==> src/design/adpr_pkg.sv <==
// Shared types, constants, width helpers and control store of the drift pitch regulator.
package adpr_pkg;

    // Fixed-point and timing constants
    localparam int FILL_FRAC = 16;       // fraction bits of the smoothed queue fill
    localparam int DT_W      = 17;       // width of the clamped elapsed time
    localparam int ELAP_W    = 20;       // width of the elapsed time field
    localparam int DT_MAX    = 100000;   // elapsed time clamp, us
    localparam int FILL_TAU  = 500000;   // fill filter time constant, us
    localparam int PITCH_TAU = 1000000;  // pitch filter time constant, us
    localparam int TAU_W     = 21;       // width of tau + dt

    // Configuration register indexes
    localparam int              CFG_IDX_W        = 2;
    localparam [CFG_IDX_W-1:0]  CFG_RATE_RATIO   = 2'd0;
    localparam [CFG_IDX_W-1:0]  CFG_QUEUE_TARGET = 2'd1;

    // Datapath operations
    typedef enum logic [3:0] {
        OP_NOP,
        OP_CAPTURE,
        OP_FILL_SET,
        OP_MUL,
        OP_DIV,
        OP_FILL_UPD,
        OP_CORR_SET,
        OP_DES_SET,
        OP_ROUND,
        OP_PITCH_SET,
        OP_PITCH_UPD,
        OP_EMIT
    } t_dp_op;

    // Step counter actions
    typedef enum logic [2:0] {
        CNT_HOLD,
        CNT_DEC,
        CNT_DT,
        CNT_FRAC,
        CNT_DIV
    } t_cnt_sel;

    // Sequencer branch conditions
    typedef enum logic [2:0] {
        J_SEQ,
        J_LOOP,
        J_WAIT_IN,
        J_WAIT_OUT,
        J_GOTO
    } t_jcond;

    typedef logic [4:0] t_upc;

    // Program addresses
    localparam t_upc PC_IDLE  = 5'd0;
    localparam t_upc PC_F_SET = 5'd1;
    localparam t_upc PC_F_MUL = 5'd2;
    localparam t_upc PC_F_DVI = 5'd3;
    localparam t_upc PC_F_DIV = 5'd4;
    localparam t_upc PC_F_UPD = 5'd5;
    localparam t_upc PC_C_SET = 5'd6;
    localparam t_upc PC_C_DIV = 5'd7;
    localparam t_upc PC_D_SET = 5'd8;
    localparam t_upc PC_D_MUL = 5'd9;
    localparam t_upc PC_D_RND = 5'd10;
    localparam t_upc PC_P_SET = 5'd11;
    localparam t_upc PC_P_MUL = 5'd12;
    localparam t_upc PC_P_DVI = 5'd13;
    localparam t_upc PC_P_DIV = 5'd14;
    localparam t_upc PC_P_UPD = 5'd15;
    localparam t_upc PC_EMIT  = 5'd16;

    // One control word
    typedef struct packed {
        t_dp_op   op;
        t_cnt_sel cnt;
        t_jcond   jc;
        t_upc     tgt;
    } t_uop;

    // Control from the sequencer to the datapath
    typedef struct packed {
        t_dp_op               op;
        logic                 cfg_we;
        logic [CFG_IDX_W-1:0] cfg_idx;
    } t_dp_ctrl;

    function automatic int f_max(input int a, input int b);
        return (a > b) ? a : b;
    endfunction

    // Working accumulator width: covers every product and dividend
    function automatic int f_acc_w(input int qb, input int fb);
        int ws;
        int up;
        ws = qb + FILL_FRAC;
        up = (fb >= FILL_FRAC) ? fb - FILL_FRAC : 0;
        return f_max(f_max(ws + DT_W, ws + up), f_max(2 * fb + 2, fb + 1 + DT_W));
    endfunction

    // Divisor width: tau + dt or 100 * target scaled to the pitch fraction
    function automatic int f_div_w(input int qb, input int fb);
        int down;
        down = (fb < FILL_FRAC) ? FILL_FRAC - fb : 0;
        return f_max(TAU_W, qb + 7 + down);
    endfunction

    function automatic int f_cfg_w(input int qb, input int fb);
        return f_max(fb + 1, qb);
    endfunction

    // Control store
    function automatic t_uop f_ucode(input t_upc pc);
        t_uop u;
        u = '{op: OP_NOP, cnt: CNT_HOLD, jc: J_SEQ, tgt: PC_IDLE};
        case (pc)
            PC_IDLE: begin
                u.op = OP_CAPTURE;
                u.jc = J_WAIT_IN;
            end
            PC_F_SET: begin
                u.op  = OP_FILL_SET;
                u.cnt = CNT_DT;
            end
            PC_F_MUL, PC_D_MUL, PC_P_MUL: begin
                u.op  = OP_MUL;
                u.cnt = CNT_DEC;
                u.jc  = J_LOOP;
            end
            PC_F_DVI, PC_P_DVI: begin
                u.cnt = CNT_DIV;
            end
            PC_F_DIV, PC_C_DIV, PC_P_DIV: begin
                u.op  = OP_DIV;
                u.cnt = CNT_DEC;
                u.jc  = J_LOOP;
            end
            PC_F_UPD: begin
                u.op = OP_FILL_UPD;
            end
            PC_C_SET: begin
                u.op  = OP_CORR_SET;
                u.cnt = CNT_DIV;
            end
            PC_D_SET: begin
                u.op  = OP_DES_SET;
                u.cnt = CNT_FRAC;
            end
            PC_D_RND: begin
                u.op = OP_ROUND;
            end
            PC_P_SET: begin
                u.op  = OP_PITCH_SET;
                u.cnt = CNT_DT;
            end
            PC_P_UPD: begin
                u.op = OP_PITCH_UPD;
            end
            PC_EMIT: begin
                u.op  = OP_EMIT;
                u.jc  = J_WAIT_OUT;
                u.tgt = PC_IDLE;
            end
            default: begin
                u.jc  = J_GOTO;
                u.tgt = PC_IDLE;
            end
        endcase
        return u;
    endfunction

endpackage

==> src/design/audio_drift_pitch_regulator_core.sv <==
// Top level: microcoded sequencer, handshakes and result register of the drift pitch regulator.
// One transaction at a time; the result register loads once the bit-serial multiply and divide
// loops of the control program have run (ACC_W = 49 at the default widths) and the output is not
// stalled. The next transaction is taken the cycle after the result is loaded, while that
// result may still wait.
// Synchronous active-low reset returns the sequencer to idle, empties the output and loads
// rate_ratio = 1.0, queue_target = 2048 and the matching filter state.
module audio_drift_pitch_regulator_core import adpr_pkg::*; #(
    parameter int QUEUE_BITS = 16,
    parameter int FRAC_BITS  = 20
) (
    input  logic                                       i_clk,
    input  logic                                       i_rst_n,
    input  logic                                       i_cfg_wen,
    input  logic [CFG_IDX_W-1:0]                       i_cfg_idx,
    input  logic [f_cfg_w(QUEUE_BITS, FRAC_BITS)-1:0]  i_cfg_wdata,
    input  logic                                       i_in_valid,
    output logic                                       o_in_ready,
    input  logic [QUEUE_BITS-1:0]                      i_queue_fill,
    input  logic [ELAP_W-1:0]                          i_elapsed_us,
    output logic                                       o_out_valid,
    input  logic                                       i_out_ready,
    output logic [FRAC_BITS:0]                         o_pitch
);

    localparam int ACC_W = f_acc_w(QUEUE_BITS, FRAC_BITS);
    localparam int CNT_W = $clog2(ACC_W);

    logic [CNT_W-1:0] r_cnt;
    logic [CNT_W-1:0] n_cnt;
    t_upc             r_pc;
    t_upc             n_pc;
    logic             r_out_valid;
    logic [FRAC_BITS:0] r_out_pitch;

    t_uop             uop;
    t_dp_ctrl         dp_ctrl;
    logic             in_fire;
    logic             out_busy;
    logic             emit;
    logic [FRAC_BITS:0] dp_pitch;

    // Fetch the control word
    assign uop      = f_ucode(r_pc);
    assign o_in_ready = (r_pc == PC_IDLE);
    assign in_fire  = i_in_valid && o_in_ready;
    assign out_busy = r_out_valid && !i_out_ready;
    assign emit     = (uop.op == OP_EMIT) && !out_busy;

    // Drive the datapath; capture only on an accepted transaction
    always_comb begin
        dp_ctrl.op      = (uop.op == OP_CAPTURE && !in_fire) ? OP_NOP : uop.op;
        dp_ctrl.cfg_we  = i_cfg_wen;
        dp_ctrl.cfg_idx = i_cfg_idx;
    end

    // Next step and step counter
    always_comb begin
        case (uop.jc)
            J_SEQ:      n_pc = r_pc + 1'b1;
            J_LOOP:     n_pc = (r_cnt != '0) ? r_pc : r_pc + 1'b1;
            J_WAIT_IN:  n_pc = in_fire ? r_pc + 1'b1 : r_pc;
            J_WAIT_OUT: n_pc = out_busy ? r_pc : uop.tgt;
            J_GOTO:     n_pc = uop.tgt;
            default:    n_pc = PC_IDLE;
        endcase

        case (uop.cnt)
            CNT_DEC:  n_cnt = (r_cnt != '0) ? r_cnt - 1'b1 : r_cnt;
            CNT_DT:   n_cnt = CNT_W'(DT_W - 1);
            CNT_FRAC: n_cnt = CNT_W'(FRAC_BITS);
            CNT_DIV:  n_cnt = CNT_W'(ACC_W - 1);
            default:  n_cnt = r_cnt;
        endcase
    end

    // Advance the sequencer
    always_ff @(posedge i_clk) begin
        if (!i_rst_n) begin
            r_pc  <= PC_IDLE;
            r_cnt <= '0;
        end else begin
            r_pc  <= n_pc;
            r_cnt <= n_cnt;
        end
    end

    // Hold the result until the consumer takes it
    always_ff @(posedge i_clk) begin
        if (!i_rst_n) begin
            r_out_valid <= 1'b0;
        end else if (emit) begin
            r_out_valid <= 1'b1;
        end else if (i_out_ready) begin
            r_out_valid <= 1'b0;
        end
    end

    always_ff @(posedge i_clk) begin
        if (emit) begin
            r_out_pitch <= dp_pitch;
        end
    end

    adpr_datapath #(
        .QUEUE_BITS (QUEUE_BITS),
        .FRAC_BITS  (FRAC_BITS)
    ) u_datapath (
        .i_clk        (i_clk),
        .i_rst_n      (i_rst_n),
        .i_ctrl       (dp_ctrl),
        .i_cfg_wdata  (i_cfg_wdata),
        .i_queue_fill (i_queue_fill),
        .i_elapsed_us (i_elapsed_us),
        .o_pitch      (dp_pitch)
    );

    assign o_out_valid = r_out_valid;
    assign o_pitch     = r_out_pitch;

endmodule

==> src/design/adpr_datapath.sv <==
// Arithmetic datapath: config and filter state, shift-add multiplier, restoring divider.
module adpr_datapath import adpr_pkg::*; #(
    parameter int QUEUE_BITS = 16,
    parameter int FRAC_BITS  = 20
) (
    input  logic                                       i_clk,
    input  logic                                       i_rst_n,
    input  t_dp_ctrl                                   i_ctrl,
    input  logic [f_cfg_w(QUEUE_BITS, FRAC_BITS)-1:0]  i_cfg_wdata,
    input  logic [QUEUE_BITS-1:0]                      i_queue_fill,
    input  logic [ELAP_W-1:0]                          i_elapsed_us,
    output logic [FRAC_BITS:0]                         o_pitch
);

    localparam int W_S    = QUEUE_BITS + FILL_FRAC;
    localparam int W_P    = FRAC_BITS + 1;
    localparam int UP     = (FRAC_BITS >= FILL_FRAC) ? FRAC_BITS - FILL_FRAC : 0;
    localparam int DOWN   = (FRAC_BITS < FILL_FRAC) ? FILL_FRAC - FRAC_BITS : 0;
    localparam int ACC_W  = f_acc_w(QUEUE_BITS, FRAC_BITS);
    localparam int DIV_W  = f_div_w(QUEUE_BITS, FRAC_BITS);
    localparam int MC_W   = f_max(W_S, W_P);
    localparam int MLT_W  = f_max(DT_W, W_P);
    localparam int T100_W = QUEUE_BITS + 7;
    localparam int LIM    = ((1 << FRAC_BITS) + 100) / 200;

    localparam logic [W_P-1:0]        ONE_FX      = {1'b1, {FRAC_BITS{1'b0}}};
    localparam logic [QUEUE_BITS-1:0] TARGET_RST  = QUEUE_BITS'(2048);
    localparam logic [QUEUE_BITS-1:0] TGT_EFF_RST =
        (TARGET_RST == '0) ? QUEUE_BITS'(1) : TARGET_RST;
    localparam logic [W_S-1:0]        SMOOTH_RST  = {TGT_EFF_RST, {FILL_FRAC{1'b0}}};

    // Configuration and filter state
    logic [W_P-1:0]        r_rate;
    logic [QUEUE_BITS-1:0] r_target;
    logic [W_S-1:0]        r_smooth;
    logic [W_P-1:0]        r_pitch;

    // Working registers
    logic [QUEUE_BITS-1:0] r_fill;
    logic [DT_W-1:0]       r_dt;
    logic                  r_neg;
    logic [ACC_W-1:0]      r_acc;
    logic [DIV_W-1:0]      r_rem;
    logic [DIV_W-1:0]      r_dvs;
    logic [MC_W-1:0]       r_mcand;
    logic [MLT_W-1:0]      r_mlt;

    logic [QUEUE_BITS-1:0] t_eff;
    logic [QUEUE_BITS-1:0] cfg_tgt;
    logic [QUEUE_BITS-1:0] cfg_tgt_eff;
    logic [W_S-1:0]        tfx;
    logic [W_S-1:0]        fill_goal;
    logic                  f_neg;
    logic [W_S-1:0]        f_diff;
    logic                  c_neg;
    logic [W_S-1:0]        c_mag;
    logic [T100_W-1:0]     t_x100;
    logic [ACC_W-1:0]      mul_sum;
    logic [DIV_W:0]        rem_sh;
    logic [DIV_W:0]        rem_sub;
    logic                  div_ge;
    logic [FRAC_BITS-1:0]  corr;
    logic [W_P-1:0]        factor;
    logic [ACC_W-1:0]      rnd_sum;
    logic [ACC_W-1:0]      rnd_sh;
    logic [W_P-1:0]        desired;
    logic [W_P-1:0]        p_goal;
    logic                  p_neg;
    logic [W_P-1:0]        p_diff;
    logic [DT_W-1:0]       dt_clamp;

    // Operand preparation and the one-bit multiply and divide steps
    always_comb begin
        t_eff       = (r_target == '0) ? QUEUE_BITS'(1) : r_target;
        cfg_tgt     = i_cfg_wdata[QUEUE_BITS-1:0];
        cfg_tgt_eff = (cfg_tgt == '0) ? QUEUE_BITS'(1) : cfg_tgt;
        tfx         = {t_eff, {FILL_FRAC{1'b0}}};
        fill_goal   = {r_fill, {FILL_FRAC{1'b0}}};

        f_neg  = fill_goal < r_smooth;
        f_diff = f_neg ? r_smooth - fill_goal : fill_goal - r_smooth;

        c_neg  = r_smooth < tfx;
        c_mag  = c_neg ? tfx - r_smooth : r_smooth - tfx;
        t_x100 = T100_W'(t_eff) * T100_W'(100);

        mul_sum = (r_acc << 1) + (r_mlt[MLT_W-1] ? ACC_W'(r_mcand) : '0);

        rem_sh  = {r_rem, r_acc[ACC_W-1]};
        div_ge  = rem_sh >= {1'b0, r_dvs};
        rem_sub = rem_sh - {1'b0, r_dvs};

        corr   = (r_acc > ACC_W'(LIM)) ? FRAC_BITS'(LIM) : r_acc[FRAC_BITS-1:0];
        factor = r_neg ? ONE_FX - W_P'(corr) : ONE_FX + W_P'(corr);

        rnd_sum = r_acc + (ACC_W'(1) << (FRAC_BITS - 1));
        rnd_sh  = rnd_sum >> FRAC_BITS;
        desired = (|rnd_sh[ACC_W-1:W_P]) ? '1 : rnd_sh[W_P-1:0];

        p_goal = r_acc[W_P-1:0];
        p_neg  = p_goal < r_pitch;
        p_diff = p_neg ? r_pitch - p_goal : p_goal - r_pitch;

        dt_clamp = (i_elapsed_us > ELAP_W'(DT_MAX)) ? DT_W'(DT_MAX) : i_elapsed_us[DT_W-1:0];
    end

    // Hold configuration and filter state; reload on a configuration write
    always_ff @(posedge i_clk) begin
        if (!i_rst_n) begin
            r_rate   <= ONE_FX;
            r_target <= TARGET_RST;
            r_smooth <= SMOOTH_RST;
            r_pitch  <= ONE_FX;
        end else if (i_ctrl.cfg_we && i_ctrl.cfg_idx == CFG_RATE_RATIO) begin
            r_rate   <= i_cfg_wdata[W_P-1:0];
            r_pitch  <= i_cfg_wdata[W_P-1:0];
            r_smooth <= tfx;
        end else if (i_ctrl.cfg_we && i_ctrl.cfg_idx == CFG_QUEUE_TARGET) begin
            r_target <= cfg_tgt;
            r_smooth <= {cfg_tgt_eff, {FILL_FRAC{1'b0}}};
            r_pitch  <= r_rate;
        end else begin
            case (i_ctrl.op)
                OP_FILL_UPD: begin
                    r_smooth <= r_neg ? r_smooth - r_acc[W_S-1:0]
                                      : r_smooth + r_acc[W_S-1:0];
                end
                OP_PITCH_UPD: begin
                    r_pitch <= r_neg ? r_pitch - r_acc[W_P-1:0]
                                     : r_pitch + r_acc[W_P-1:0];
                end
                default: begin
                end
            endcase
        end
    end

    // Execute the datapath operation of the current step
    always_ff @(posedge i_clk) begin
        case (i_ctrl.op)
            OP_CAPTURE: begin
                r_fill <= i_queue_fill;
                r_dt   <= dt_clamp;
            end
            OP_FILL_SET: begin
                r_neg   <= f_neg;
                r_mcand <= MC_W'(f_diff);
                r_mlt   <= MLT_W'(r_dt) << (MLT_W - DT_W);
                r_acc   <= '0;
                r_rem   <= '0;
                r_dvs   <= DIV_W'(FILL_TAU) + DIV_W'(r_dt);
            end
            OP_MUL: begin
                r_acc <= mul_sum;
                r_mlt <= r_mlt << 1;
            end
            OP_DIV: begin
                r_rem <= div_ge ? rem_sub[DIV_W-1:0] : rem_sh[DIV_W-1:0];
                r_acc <= {r_acc[ACC_W-2:0], div_ge};
            end
            OP_CORR_SET: begin
                r_neg <= c_neg;
                r_acc <= ACC_W'(c_mag) << UP;
                r_rem <= '0;
                r_dvs <= DIV_W'(t_x100) << DOWN;
            end
            OP_DES_SET: begin
                r_mlt   <= MLT_W'(factor) << (MLT_W - W_P);
                r_mcand <= MC_W'(r_rate);
                r_acc   <= '0;
            end
            OP_ROUND: begin
                r_acc <= ACC_W'(desired);
            end
            OP_PITCH_SET: begin
                r_neg   <= p_neg;
                r_mcand <= MC_W'(p_diff);
                r_mlt   <= MLT_W'(r_dt) << (MLT_W - DT_W);
                r_acc   <= '0;
                r_rem   <= '0;
                r_dvs   <= DIV_W'(PITCH_TAU) + DIV_W'(r_dt);
            end
            default: begin
            end
        endcase
    end

    assign o_pitch = r_pitch;

endmodule

==> config.mk <==
export PLATFORM = sky130hd
export DESIGN_NAME = audio_drift_pitch_regulator_core
export DESIGN_NICKNAME = d
export VERILOG_FILES = /design/src/design/adpr_pkg.sv /design/src/design/audio_drift_pitch_regulator_core.sv /design/src/design/adpr_datapath.sv
export SDC_FILE = /design/constraint.sdc
export NUM_CORES = 1
export LEC_CHECK = 0
export CAP_MARGIN = 0
export CORE_ASPECT_RATIO = 1.1
export CORE_MARGIN = 2
export CORE_UTILIZATION = 35
export CTS_CLUSTER_SIZE = 25
export DETAILED_ROUTE_END_ITERATION = 10
export DONT_BUFFER_PORTS = 1
export PLACE_DENSITY_LB_ADDON = 0.2
export SETUP_SLACK_MARGIN = 0.3
export SLEW_MARGIN = 20
export SYNTH_ARGS = -nofsm -noshare
export SYNTH_HDL_FRONTEND = slang
export SYNTH_SLANG_ARGS = --single-unit
==> constraint.sdc <==
create_clock -name i_clk -period 5.8 [get_ports i_clk]
set_clock_uncertainty 0.2 [all_clocks]
set_input_delay 0.29 -clock i_clk [delete_from_list [all_inputs] [get_ports i_clk]]
set_output_delay 0.29 -clock i_clk [all_outputs]
set_load 0.01 [all_outputs]
After elaboration in Yosys (flattened, before gate mapping)
Index checks and enable logic that the tools add are counted.
{"block": "totals", "regBits": 305, "inputBits": 64, "out_inout_bits": 23, "word_cells": 158}
{"block": "classes", "add_sub_neg": 18, "mul": 1, "order_cmp": 6, "eq_ne": 40, "muxes": 36, "bitwise_logic": 2, "reduce_logical": 38}
{"operator": "49-bit case mux with 5 select lines", "n": 1}
{"operator": "32-bit 2-to-1 mux", "n": 7}
{"operator": "32-bit subtractor", "n": 5}
{"operator": "21-bit 2-to-1 mux", "n": 7}
{"operator": "32-bit case mux with 3 select lines", "n": 1}
{"operator": "23-bit case mux with 3 select lines", "n": 1}
{"operator": "32-bit < comparator", "n": 2}
{"operator": "21-bit case mux with 3 select lines", "n": 1}
{"operator": "49-bit by 20-bit adder with 49-bit output (second input constant)", "n": 1}
{"operator": "49-bit adder", "n": 1}
{"operator": "49-bit by 13-bit > comparator with 1-bit output (second input constant)", "n": 1}
{"operator": "23-bit case mux with 2 select lines", "n": 1}
{"operator": "4-bit case mux with 11 select lines", "n": 1}
{"operator": "21-bit subtractor", "n": 2}
{"operator": "5-bit by 4-bit == test with 1-bit output (second input constant)", "n": 8}
{"operator": "32-bit adder", "n": 1}
{"operator": "16-bit zero test", "n": 2}
{"operator": "16-bit 2-to-1 mux", "n": 2}
{"operator": "24-bit by 23-bit greater-or-equal comparator with 1-bit output", "n": 1}
{"operator": "3-bit case mux with 4 select lines", "n": 2}
{"operator": "6-bit case mux with 4 select lines", "n": 1}
{"operator": "23-bit 2-to-1 mux", "n": 1}
{"operator": "23-bit subtractor", "n": 1}
{"operator": "20-bit by 17-bit adder with 21-bit output (first input constant)", "n": 1}
{"operator": "other kinds (47)", "n": 89}

Longest topological paths before layout
Gate-level depths: netlist (run 1).
{"block": "depth", "depth_word": 10, "mapped_depth": 23, "depth_no_buf": 21}

By module
A second synthesis (run 1) with hierarchy kept.
{"block": "hier_totals", "cells_unflattened": 3596, "area_unflattened_um2": 29214.3}
{"module": "adpr_datapath", "n_inst": 1, "cells_per_inst": 3438, "area_each_um2": 27437.6, "seq_area_each_um2": 7267.0}
{"module": "audio_drift_pitch_regulator_core", "n_inst": 1, "cells_per_inst": 158, "area_each_um2": 1776.7, "seq_area_each_um2": 870.8}

Worst setup path after synthesis (run 1)
No wires, ideal clock.
{"block": "synth_path", "path_type": "reg-to-reg", "start": "reg r_pc[0]", "end": "reg u_datapath.r_acc[0], enable pin", "setup_ns": 0.523, "arrival_ns": 5.710, "required_time_ns": 5.077, "slack_ns": -0.633, "stages_incl_launch_ff": 12, "path_buffers": 4, "synth_period_minus_slack_ns": 6.433, "path_cell_list": "dfxtp_1 inv_1 ha_1 buf_2 nor3b_1 a21oi_1 o311ai_1 buf_2 clkbuf_1 clkbuf_1 nor2_1 o21ai_0"}
{"block": "synth_between", "elab_chain_cells": 9, "elab_cells_between_ends": 32, "cone_classes": "eq/ne (22); mux (2); reduce/logical (8)"}
{"element": "from (decl)", "line_no": "audio_drift_pitch_regulator_core.sv:31", "source": "t_upc r_pc;"}
{"element": "from (signal assigned)", "line_no": "audio_drift_pitch_regulator_core.sv:83", "source": "r_pc <= n_pc;"}
{"element": "5-bit by 3-bit == test with 1-bit output (tied with other cells)", "line_no": "adpr_pkg.sv:116", "source": "case (pc)"}
{"element": "3-bit OR reduction", "line_no": "adpr_pkg.sv:116"}
{"element": "4-bit case mux with 11 select lines", "line_no": "adpr_pkg.sv:116"}
{"element": "4-bit by 1-bit == test with 1-bit output", "line_no": "audio_drift_pitch_regulator_core.sv:52", "source": "dp_ctrl.op = (uop.op == OP_CAPTURE && !in_fire) ? OP_NOP : uop.op;"}
{"element": "1-bit logical AND", "line_no": "audio_drift_pitch_regulator_core.sv:52"}
{"element": "4-bit 2-to-1 mux (*)", "line_no": "audio_drift_pitch_regulator_core.sv:52"}
{"element": "4-bit by 2-bit == test with 1-bit output (tied with other cells)", "line_no": "adpr_datapath.sv:140", "source": "case (i_ctrl.op)"}
{"element": "3-bit OR reduction (no source line)"}
{"element": "5-bit nonzero test (no source line) (*)"}
{"element": "to (signal assigned)", "line_no": "adpr_datapath.sv:154", "source": "r_acc <= mul_sum;"}
{"element": "to (signal assigned)", "line_no": "adpr_datapath.sv:159", "source": "r_acc <= {r_acc[ACC_W-2:0], div_ge};"}
{"element": "to (signal assigned)", "line_no": "adpr_datapath.sv:163", "source": "r_acc <= ACC_W'(c_mag) << UP;"}
{"element": "to (decl)", "line_no": "adpr_datapath.sv:42", "source": "logic [ACC_W-1:0] r_acc;"}
Every way passes the cells marked *; elsewhere a longest branch is shown, timed or not.
A chain may end at the register's enable or synchronous reset.

Worst setup path after layout (run 1)
{"block": "layout_path", "start": "reg u_datapath.r_target[15]", "end": "reg u_datapath.r_dvs[22], data pin"}
{"block": "layout_between", "elab_chain_cells": 4}
{"element": "from (decl)", "line_no": "adpr_datapath.sv:34", "source": "logic [QUEUE_BITS-1:0] r_target;"}
{"element": "from (signal assigned)", "line_no": "adpr_datapath.sv:119", "source": "r_target <= cfg_tgt;"}
{"element": "16-bit zero test", "line_no": "adpr_datapath.sv:74", "source": "t_eff = (r_target == '0) ? QUEUE_BITS'(1) : r_target;"}
{"element": "16-bit 2-to-1 mux (*)", "line_no": "adpr_datapath.sv:74"}
{"element": "16-bit by 5-bit multiplier with 21-bit output (*)", "line_no": "adpr_datapath.sv:85", "source": "t_x100 = T100_W'(t_eff) * T100_W'(100);"}
{"element": "23-bit case mux with 3 select lines (*)", "line_no": "adpr_datapath.sv:140"}
{"element": "to (signal assigned)", "line_no": "adpr_datapath.sv:151", "source": "r_dvs <= DIV_W'(FILL_TAU) + DIV_W'(r_dt);"}
{"element": "to (signal assigned)", "line_no": "adpr_datapath.sv:165", "source": "r_dvs <= DIV_W'(t_x100) << DOWN;"}
{"element": "to (signal assigned)", "line_no": "adpr_datapath.sv:181", "source": "r_dvs <= DIV_W'(PITCH_TAU) + DIV_W'(r_dt);"}
{"element": "to (decl)", "line_no": "adpr_datapath.sv:44", "source": "logic [DIV_W-1:0] r_dvs;"}
Marked as above.

==> impl_metrics.csv, run 1 <==
group,metric,value,unit
power,pwr-share-seq,0.232,
sta,timing.hold.ws,0.02307,ns
floorplan,num_rows,110,
finish,register_area,0.008138,mm²
power,internal_power,8.620,mW
yosys,synthesis.yosys.warnings,0,
yosys,synth-edff-count,203,
yosys,synth-xor-area-share,0.06883,
sta,setup_total_negative_slack,0,ns
clock_network,clock_insertion_delay_worst_skew,0.60,ns
yosys,share_of_the_yosys_chip_area_belonging_to_registers,0.2793,
critical_path,worstPathBufferInverterCount,2,
yosys,synth_most_common_cell,"nand2_1",
status,status,"finished clean",
floorplan,coreArea,0.08217,mm²
power,power,16.59,mW
sta,final_period_minus_worst_setup_slack,5.257,ns
yosys,adder_cell_area_share_of_the_yosys_netlist,0.1329,
yosys,syn_avg_cell_area,8.155,µm²
critical_path,critical_path.max_fanout,8,
hold_path,hold_class,"primary input to flip-flop",
sta,setup_repair_after_global_routing_missed_its_margin,"no",
sta,timing_max_transition_violations_final,0,
critical_path,arrival,5.50,ns
yosys,synth.mux.area_fraction,0.02392,
placed_design,dpl_cell_area,0.03049,mm²
clock_network,numClockSinks,305,
power,power_frac_clock,0.164,
power,p_switching,7.965,mW
route,detail-route-antenna-nets,0,
finish,nets,3938,
route,dr_iter_0_viols,2613,
sta,timing_hold_violations_final,0,
power,vdd_drop_max,285.7,µV
finish,utilization,0.3983,
grt,antenna_found_initial,12,
placed_design,post_dp_hpwl,87.69,mm
finish,filler_cells_inserted,8353,
clock_network,cts_max_path_buffers,3,
clock_network,cts_tree,"done",
yosys,synth-simple-area-share,0.1801,
grt,gr-usage-all-layers,0.2662,
clock_network,ctsHtreeMaxLevel,2,
sta,transition_time_at_the_pin_with_the_least_slew_margin,1.075,ns
power,powerDensity,506.8,mW/mm²
finish,drive_gt1_frac,0.06595,
yosys,synth.area.top_cells,"edfxtp_1, ha_1, dfxtp_1",
grt,global_route.overflow_total,0,
yosys,synth-seq-cells,305,
yosys,syn_inst,3573,
critical_path,path_delay_family,"adder cells",
power,sw_frac_of_total,0.4802,
yosys,postSynth.asyncResetShare,0,
yosys,dominantRegCellSynth,"edfxtp_1",
route,route.detailed.drc,0,
route,wl_per_cell,24.80,µm
floorplan,pin_count,87,
critical_path,endpoint_kind,"flip-flop",
finish,area_delta_synth_final,12.32,%
yosys,yosys.cell_types.count,93,
clock_network,cts_root_buf,"clkbuf_16",
yosys,ys_top_cells_by_count,"nand2_1, a21oi_1, ha_1",
power,pwr-share-comb,0.605,
power,leakagePower,13.60,nW
grt,grt_start_max_net_pins,76,
sta,timing.max_slew.rel_slack,0.2810,
yosys,synth_area_in_compound_gates,0.2557,
grt,grt_first_pass_wirelength,172.6,mm
clock_network,cts_buffers,41,
sta,setup_viol_count_final,0,
placed_design,numPortBuffers,0,
floorplan,die_area,0.08558,mm²
critical_path,cp-start-kind,"flip-flop",
route,wirelength,116.4,mm
run,cap_viol_max_count,0,
yosys,post_synth_instance_area,0.02914,mm²
route,routed-via-count,27855,
floorplan,initial_utilization,0.3546,
floorplan,dieWidth,279.1,µm
yosys,yosys.area.top_type_share,0.2092,
route,routed_via_density,5.933,
yosys,synth_fp_nets,3935,
route,drt_first_pass_iters,6,
floorplan,fp.dieH,306.6,µm
grt,first_global_vias,26318,
critical_path,timing.critical_path.mode_cell,"ha_1",
placed_design,routabilityCongestion,0.9549,
finish,multi_input_comb_area,0.01940,mm²
sta,max_freq,0.1902,GHz
critical_path,worst_ep_required_time,6.04,ns
yosys,synth_top_area_cell,"edfxtp_1",
finish,finish.instance_area,0.03273,mm²
critical_path,slowest_delay,0.46,ns
critical_path,critical_path_class,"flip-flop to flip-flop",
yosys,main_combinational_cell_family_by_area_after_synthesis,"compound AO/OA/AOI/OAI gates",
critical_path,critical_path.slowest_cell,"or3_4",
sta,fin_crit_sh,0.9064,
clock_network,clkSlewWorstSetupHoldPaths,0.06,ns
critical_path,worstPathCellList,"inv_1 > ha_1 > and4_1 > nand4_1 > or3_4 > nand2_1 > inv_1 > ha_1 > ha_1 > ha_1 > fa_1 > a21o_1 > a21o_1 > a21oi_1 > o21ai_1 > a211oi_2 > nor3_1 > o31a_1 > or3_1 > a21oi_1",
[placed cells by master (no fill, tap or decap), drive strengths merged, types with 64 or more instances in the layout]
cell	synthesis	layout
nor3	68	68
nor2	268	268
and2	71	71
buf	47	99
inv	238	241
dlygate4sd3	0	71
xor2	76	76
edfxtp	203	203
nand2	335	335
mux2i	64	64
a21oi	280	280
ha	279	279
o21ai	239	239
a21o	106	106
xnor2	153	153
nand3	89	89
dfxtp	102	102
[state kept, by name (all words and copies together) (netlist names)]
signal / flops
u_datapath.r_acc: 49
u_datapath.r_mcand: 32
u_datapath.r_smooth: 32
u_datapath.r_dvs: 23
u_datapath.r_rem: 23
o_pitch: 21
u_datapath.o_pitch: 21
u_datapath.r_mlt: 21
u_datapath.r_rate: 21
u_datapath.r_dt: 17
u_datapath.r_fill: 16
u_datapath.r_target: 16
r_cnt: 6
r_pc: 5
o_out_valid: 1
u_datapath.r_neg: 1
[stage by stage]
stage	std cells	setup slack (ns)
detailed placement	4523	0.2886
finish	4695	0.5429
CTS	4672	0.3629
global placement	4523	0.3413
floorplan	3573	0.6891
global route	4687	0.3072
[per-layer routing]
metal,part of all wire,vias to the layer above,GRT usage
li1,-,13014,-
met2,0.45,1089,0.4249
met5,0.00019,-,0
met4,0.056,4,0.1387
met3,0.068,233,0.03829
met1,0.42,13515,0.3492
[logic make-up after synthesis]
family	Yosys count
compound gates	1132
xor+xnor	229
flops	305
fa+ha+maj	298
simple gates	1091
buf+inv	449
mux	69
[worst min-delay path, stage by stage]
cell and delay, ns:
o31ai_1 0.05, a22o_1 0.27, nand2_1 0.09, a21boi_0 0.07
[power by group through the flow]
stage | clock network, mW | registers (mW) | logic [mW]
after floorplan | 0 | 3.62 | 6.94
after global placement | 0 | 3.86 | 9.68
after detailed placement | 0 | 3.86 | 9.69
after CTS | 2.76 | 3.82 | 9.83
after global routing | 2.83 | 3.89 | 10.9
final | 2.72 | 3.84 | 10.0
[worst paths after layout]
kind | startpoint | depth (start not counted) | end | slack [ns]
min reg2reg | u_datapath.r_rate[9] | 2 | u_datapath.r_rate[9] | 0.28
max | u_datapath.r_target[15] | 20 | u_datapath.r_dvs[22] | 0.54
min | i_in_valid | 4 | r_pc[0] | 0.02
max reg2reg | u_datapath.r_target[15] | 20 | u_datapath.r_dvs[22] | 0.54
[repair_timing]
| item | 4_1_cts | 5_1_grt |
|---|---|---|
| resized for setup | 1 | 4 |
| endpoints found under the hold margin | 119 | 0 |
| endpoints found under the setup margin | 1 | 10 |
| hold buffers | 73 | 0 |
| pin swaps | 0 | 2 |
| buffers inserted | 0 | 1 |
[cell type report]
| cell class | instances | area share |
|---|---|---|
| Timing Repair Buffer | 170 | 0.04641 |
| Antenna cell | 22 | 0.001682 |
| Clock inverter | 25 | 0.008028 |
| Clock buffer | 51 | 0.03441 |
| Sequential cell | 305 | 0.2487 |
| Multi-Input combinational cell | 2819 | 0.5927 |
| Tap cell | 1064 | 0.04068 |
| Inverter | 239 | 0.02741 |
Power figures use the tool's default switching activity.
==> inputs of run 2 (changes only) <==
--- a/config.mk
+++ b/config.mk
@@ -17,4 +17,5 @@
 export SLEW_MARGIN = 20
 export SYNTH_ARGS = -nofsm -noshare
 export SYNTH_HDL_FRONTEND = slang
+export SYNTH_HIERARCHICAL = 1
 export SYNTH_SLANG_ARGS = --single-unit
==> run 2 against run 1 <==
Effect of this change:
- critical path depth rose by 3
- utilization shrank 0.48 points
- cell count is 0.26% higher
- global-route usage down 0.60 points
- combinational power up 23%
- non-clock buffer count decreased by 6
- critical endpoint is now u_datapath/r_dvs[20]
- setup slack worse by 0.040 ns
- highest routed layer is now met4
- largest cell class unchanged
- maximum frequency decreased by 0.75%
- synthesized cell count is 0.64% higher
- area after synthesis up 0.26%
==> impl_metrics.csv, run 2 <==
group,metric,value,unit
clock_network,clock_insertion_delay_worst_skew,0.59,ns
grt,global_route.overflow_total,0,
floorplan,num_rows,111,
power,pwr-share-seq,0.232,
floorplan,initial_utilization,0.3518,
sta,timing_hold_violations_final,0,
yosys,synthesis.yosys.warnings,6,
run,cap_viol_max_count,0,
route,route.detailed.drc,0,
critical_path,cp-start-kind,"flip-flop",
clock_network,ctsHtreeMaxLevel,2,
critical_path,arrival,5.41,ns
hold_path,hold_class,"primary input to flip-flop",
grt,first_global_vias,25842,
sta,timing_max_transition_violations_final,0,
grt,grt_first_pass_wirelength,169.0,mm
route,detail-route-antenna-nets,0,
yosys,ys_top_cells_by_count,"nand2_1, a21oi_1, ha_1",
clock_network,cts_buffers,42,
grt,gr-usage-all-layers,0.2603,
route,wl_met3,8.299,mm
critical_path,critical_path.slowest_cell,"fa_1",
yosys,yosys.area.top_type_share,0.2087,
yosys,synth_most_common_cell,"nand2_1",
route,met1Wirelength,49.86,mm
finish,largest_register_ffs,49,
placed_design,post_dp_hpwl,86.12,mm
floorplan,coreArea,0.08305,mm²
finish,mostFrequentLayoutCells,"nand2_1, a21oi_1, ha_1",
route,routed_via_density,5.837,
yosys,post_synth_instance_area,0.02921,mm²
critical_path,critical_path_class,"flip-flop to flip-flop",
status,status,"finished clean",
placed_design,place_ws,0.2559,ns
finish,stdcell_count,4707,
yosys,share_of_the_yosys_chip_area_belonging_to_registers,0.2786,
placed_design,numPortBuffers,0,
finish,nets,3959,
route,wirelength,114.4,mm
sta,setup_viol_count_final,0,
critical_path,reg2reg_setup_slack,0.50,ns
floorplan,dieWidth,279.5,µm
route,routed-via-count,27474,
clock_network,clkSlewWorstSetupHoldPaths,0.06,ns
finish,largestRegisters,"u_datapath/r_acc: 49 flops, u_datapath/r_mcand: 32 flops, u_datapath/r_smooth: 32 flops",
grt,grt_start_max_net_pins,87,
finish,drive_gt1_frac,0.07031,
placed_design,dpl_cell_area,0.03048,mm²
critical_path,worstPathCellList,"inv_1 > ha_1 > and4_1 > nand4_1 > or3_4 > nand2_1 > inv_1 > ha_1 > ha_1 > inv_1 > fa_1 > inv_1 > ha_1 > a21oi_2 > o21bai_1 > a211oi_2 > o31ai_1 > o41ai_1 > buf_4 > o21bai_1 > a21oi_1 > xor2_1 > o22ai_1",
clock_network,cts_max_path_buffers,3,
sta,transition_time_at_the_pin_with_the_least_slew_margin,1.031,ns
critical_path,worst_ep_required_time,5.92,ns
floorplan,fp.dieH,307.0,µm
clock_network,cts_tree,"done",
finish,area_delta_synth_final,11.86,%
finish,finish.instance_area,0.03268,mm²
route,wl_per_cell,24.31,µm
placed_design,placed_cell_count,4551,
yosys,synth_top_area_cell,"edfxtp_1",
floorplan,die_area,0.08580,mm²
power,p_switching,9.517,mW
route,routed.top_layer,"met4",
sta,setup_total_negative_slack,0,ns
sta,timing.max_slew.rel_slack,0.3129,
yosys,synth_fp_nets,3961,
critical_path,slowest_delay,0.50,ns
yosys,dominantRegCellSynth,"edfxtp_1",
yosys,postSynth.asyncResetShare,0,
power,powerDensity,594.5,mW/mm²
route,met2RoutedLength,50.88,mm
floorplan,pin_count,87,
route,drt_first_pass_iters,6,
power,leakagePower,13.26,nW
power,sw_frac_of_total,0.4899,
clock_network,cts_root_buf,"clkbuf_16",
power,vdd_drop_max,367.4,µV
grt,antenna_found_initial,5,
route,dr_iter_0_viols,2611,
sta,timing.final.ws_setup,0.5031,ns
power,power_frac_clock,0.135,
yosys,syn_inst,3596,
sta,final_period_minus_worst_setup_slack,5.297,ns
power,pwr-share-comb,0.633,
critical_path,endpoint_kind,"flip-flop",
yosys,synth-seq-cells,305,
sta,max_freq,0.1888,GHz
finish,largest_register,"u_datapath/r_acc",
yosys,syn_avg_cell_area,8.124,µm²
power,internal_power,9.910,mW
clock_network,numClockSinks,305,
critical_path,critical_path.max_fanout,6,
sta,setup_repair_after_global_routing_missed_its_margin,"yes",
yosys,synth-edff-count,203,
yosys,synth.area.top_cells,"edfxtp_1, ha_1, dfxtp_1",
placed_design,routabilityCongestion,0.9501,
finish,layout_commonest_cell,"nand2_1",
yosys,yosys.cell_types.count,101,
sta,fin_crit_sh,0.9133,
-- run 2: changes by cell type after synthesis, moves of 20 or more --
cell      change
a21o_1       -21
o21ai_0      -39
nand2_1      +32
buf_2        -20
clkbuf_1     +22
o21ai_1      +31
or3_1        -20
-- run 2: worst paths after layout --
path                                start                   end  cells after the start
setup / recovery  u_datapath/r_target[14]  u_datapath/r_dvs[20]                     23
hold / removal           i_elapsed_us[16]   u_datapath/r_dt[10]                      2
setup reg to reg  u_datapath/r_target[14]  u_datapath/r_dvs[20]                     23
hold reg to reg      u_datapath/r_rate[9]  u_datapath/r_rate[9]                      2
-- run 2: logic make-up (layout without fill, tap and decap cells) --
kind of cell | Yosys count | count (layout) | synth area share
AND/OR/NAND/NOR | 1155 | 1155 | 0.1909
flip-flops | 305 | 305 | 0.2786
adder cells (fa/ha/maj) | 301 | 301 | 0.1338
multiplexers | 86 | 86 | 0.03028
buffers and inverters | 452 | 483 | 0.05970
AO/OA/AOI/OAI | 1059 | 1059 | 0.2354
XOR/XNOR | 238 | 238 | 0.07135
other | 0 | 7 | 0
-- run 2: layout make-up --
type,instances,area (µm²)
fill,8602,50370
multi-input combinational,2839,19450
sequential,305,8138
timing repair buffer,164,1469
tap,1073,1343
clock buffer,56,1175
inverter,242,908.4
clock inverter,21,175.2
antenna,7,17.52
-- run 2: per-layer routing --
| layer | global-route usage | vias up |
|---|---|---|
| met5 | 0 | - |
| met4 | 0.1145 | 0 |
| met3 | 0.04050 | 210 |
| met2 | 0.4110 | 1110 |
| met1 | 0.3510 | 13186 |
| li1 | - | 12968 |
-- run 2: timing repair --
item | CTS | global route
resized for setup | 1 | 9
pin swaps | 0 | 5
buffers inserted | 0 | 1
hold buffers | 71 | 0
endpoints found under the setup margin | 5 | 13
hold endpoints to repair | 119 | 0
-- run 2: worst max-delay path: cells and delay by family (launching register included) --
| family | cells | cell delay [ns] |
|---|---|---|
| flip-flops | 1 | 0.34 |
| adder cells (fa/ha/maj) | 5 | 1.55 |
| buffers and inverters | 5 | 0.48 |
| AO/OA/AOI/OAI | 8 | 1.33 |
| XOR/XNOR | 1 | 0.18 |
| AND/OR/NAND/NOR | 4 | 0.93 |
-- run 2: power groups by stage --
| stage | logic [mW] | clock network (mW) | registers, mW |
|---|---|---|---|
| after floorplan | 8.89 | 0 | 4.04 |
| final | 12.3 | 2.62 | 4.51 |
| after global routing | 13.4 | 2.76 | 4.58 |
| after CTS | 12.1 | 2.69 | 4.48 |
| after detailed placement | 11.9 | 0 | 4.52 |
| after global placement | 11.9 | 0 | 4.52 |
-- run 2: per-stage QoR --
step | power, mW | hold WS (ns) | util
floorplan | 12.93 | 0.1889 | -
global placement | 16.47 | 0.1889 | 0.3670
detailed placement | 16.47 | 0.1889 | 0.3670
CTS | 19.26 | 0.001571 | 0.3923
global route | 20.77 | 0.02912 | 0.3934
finish | 19.43 | 0.01798 | 0.3935
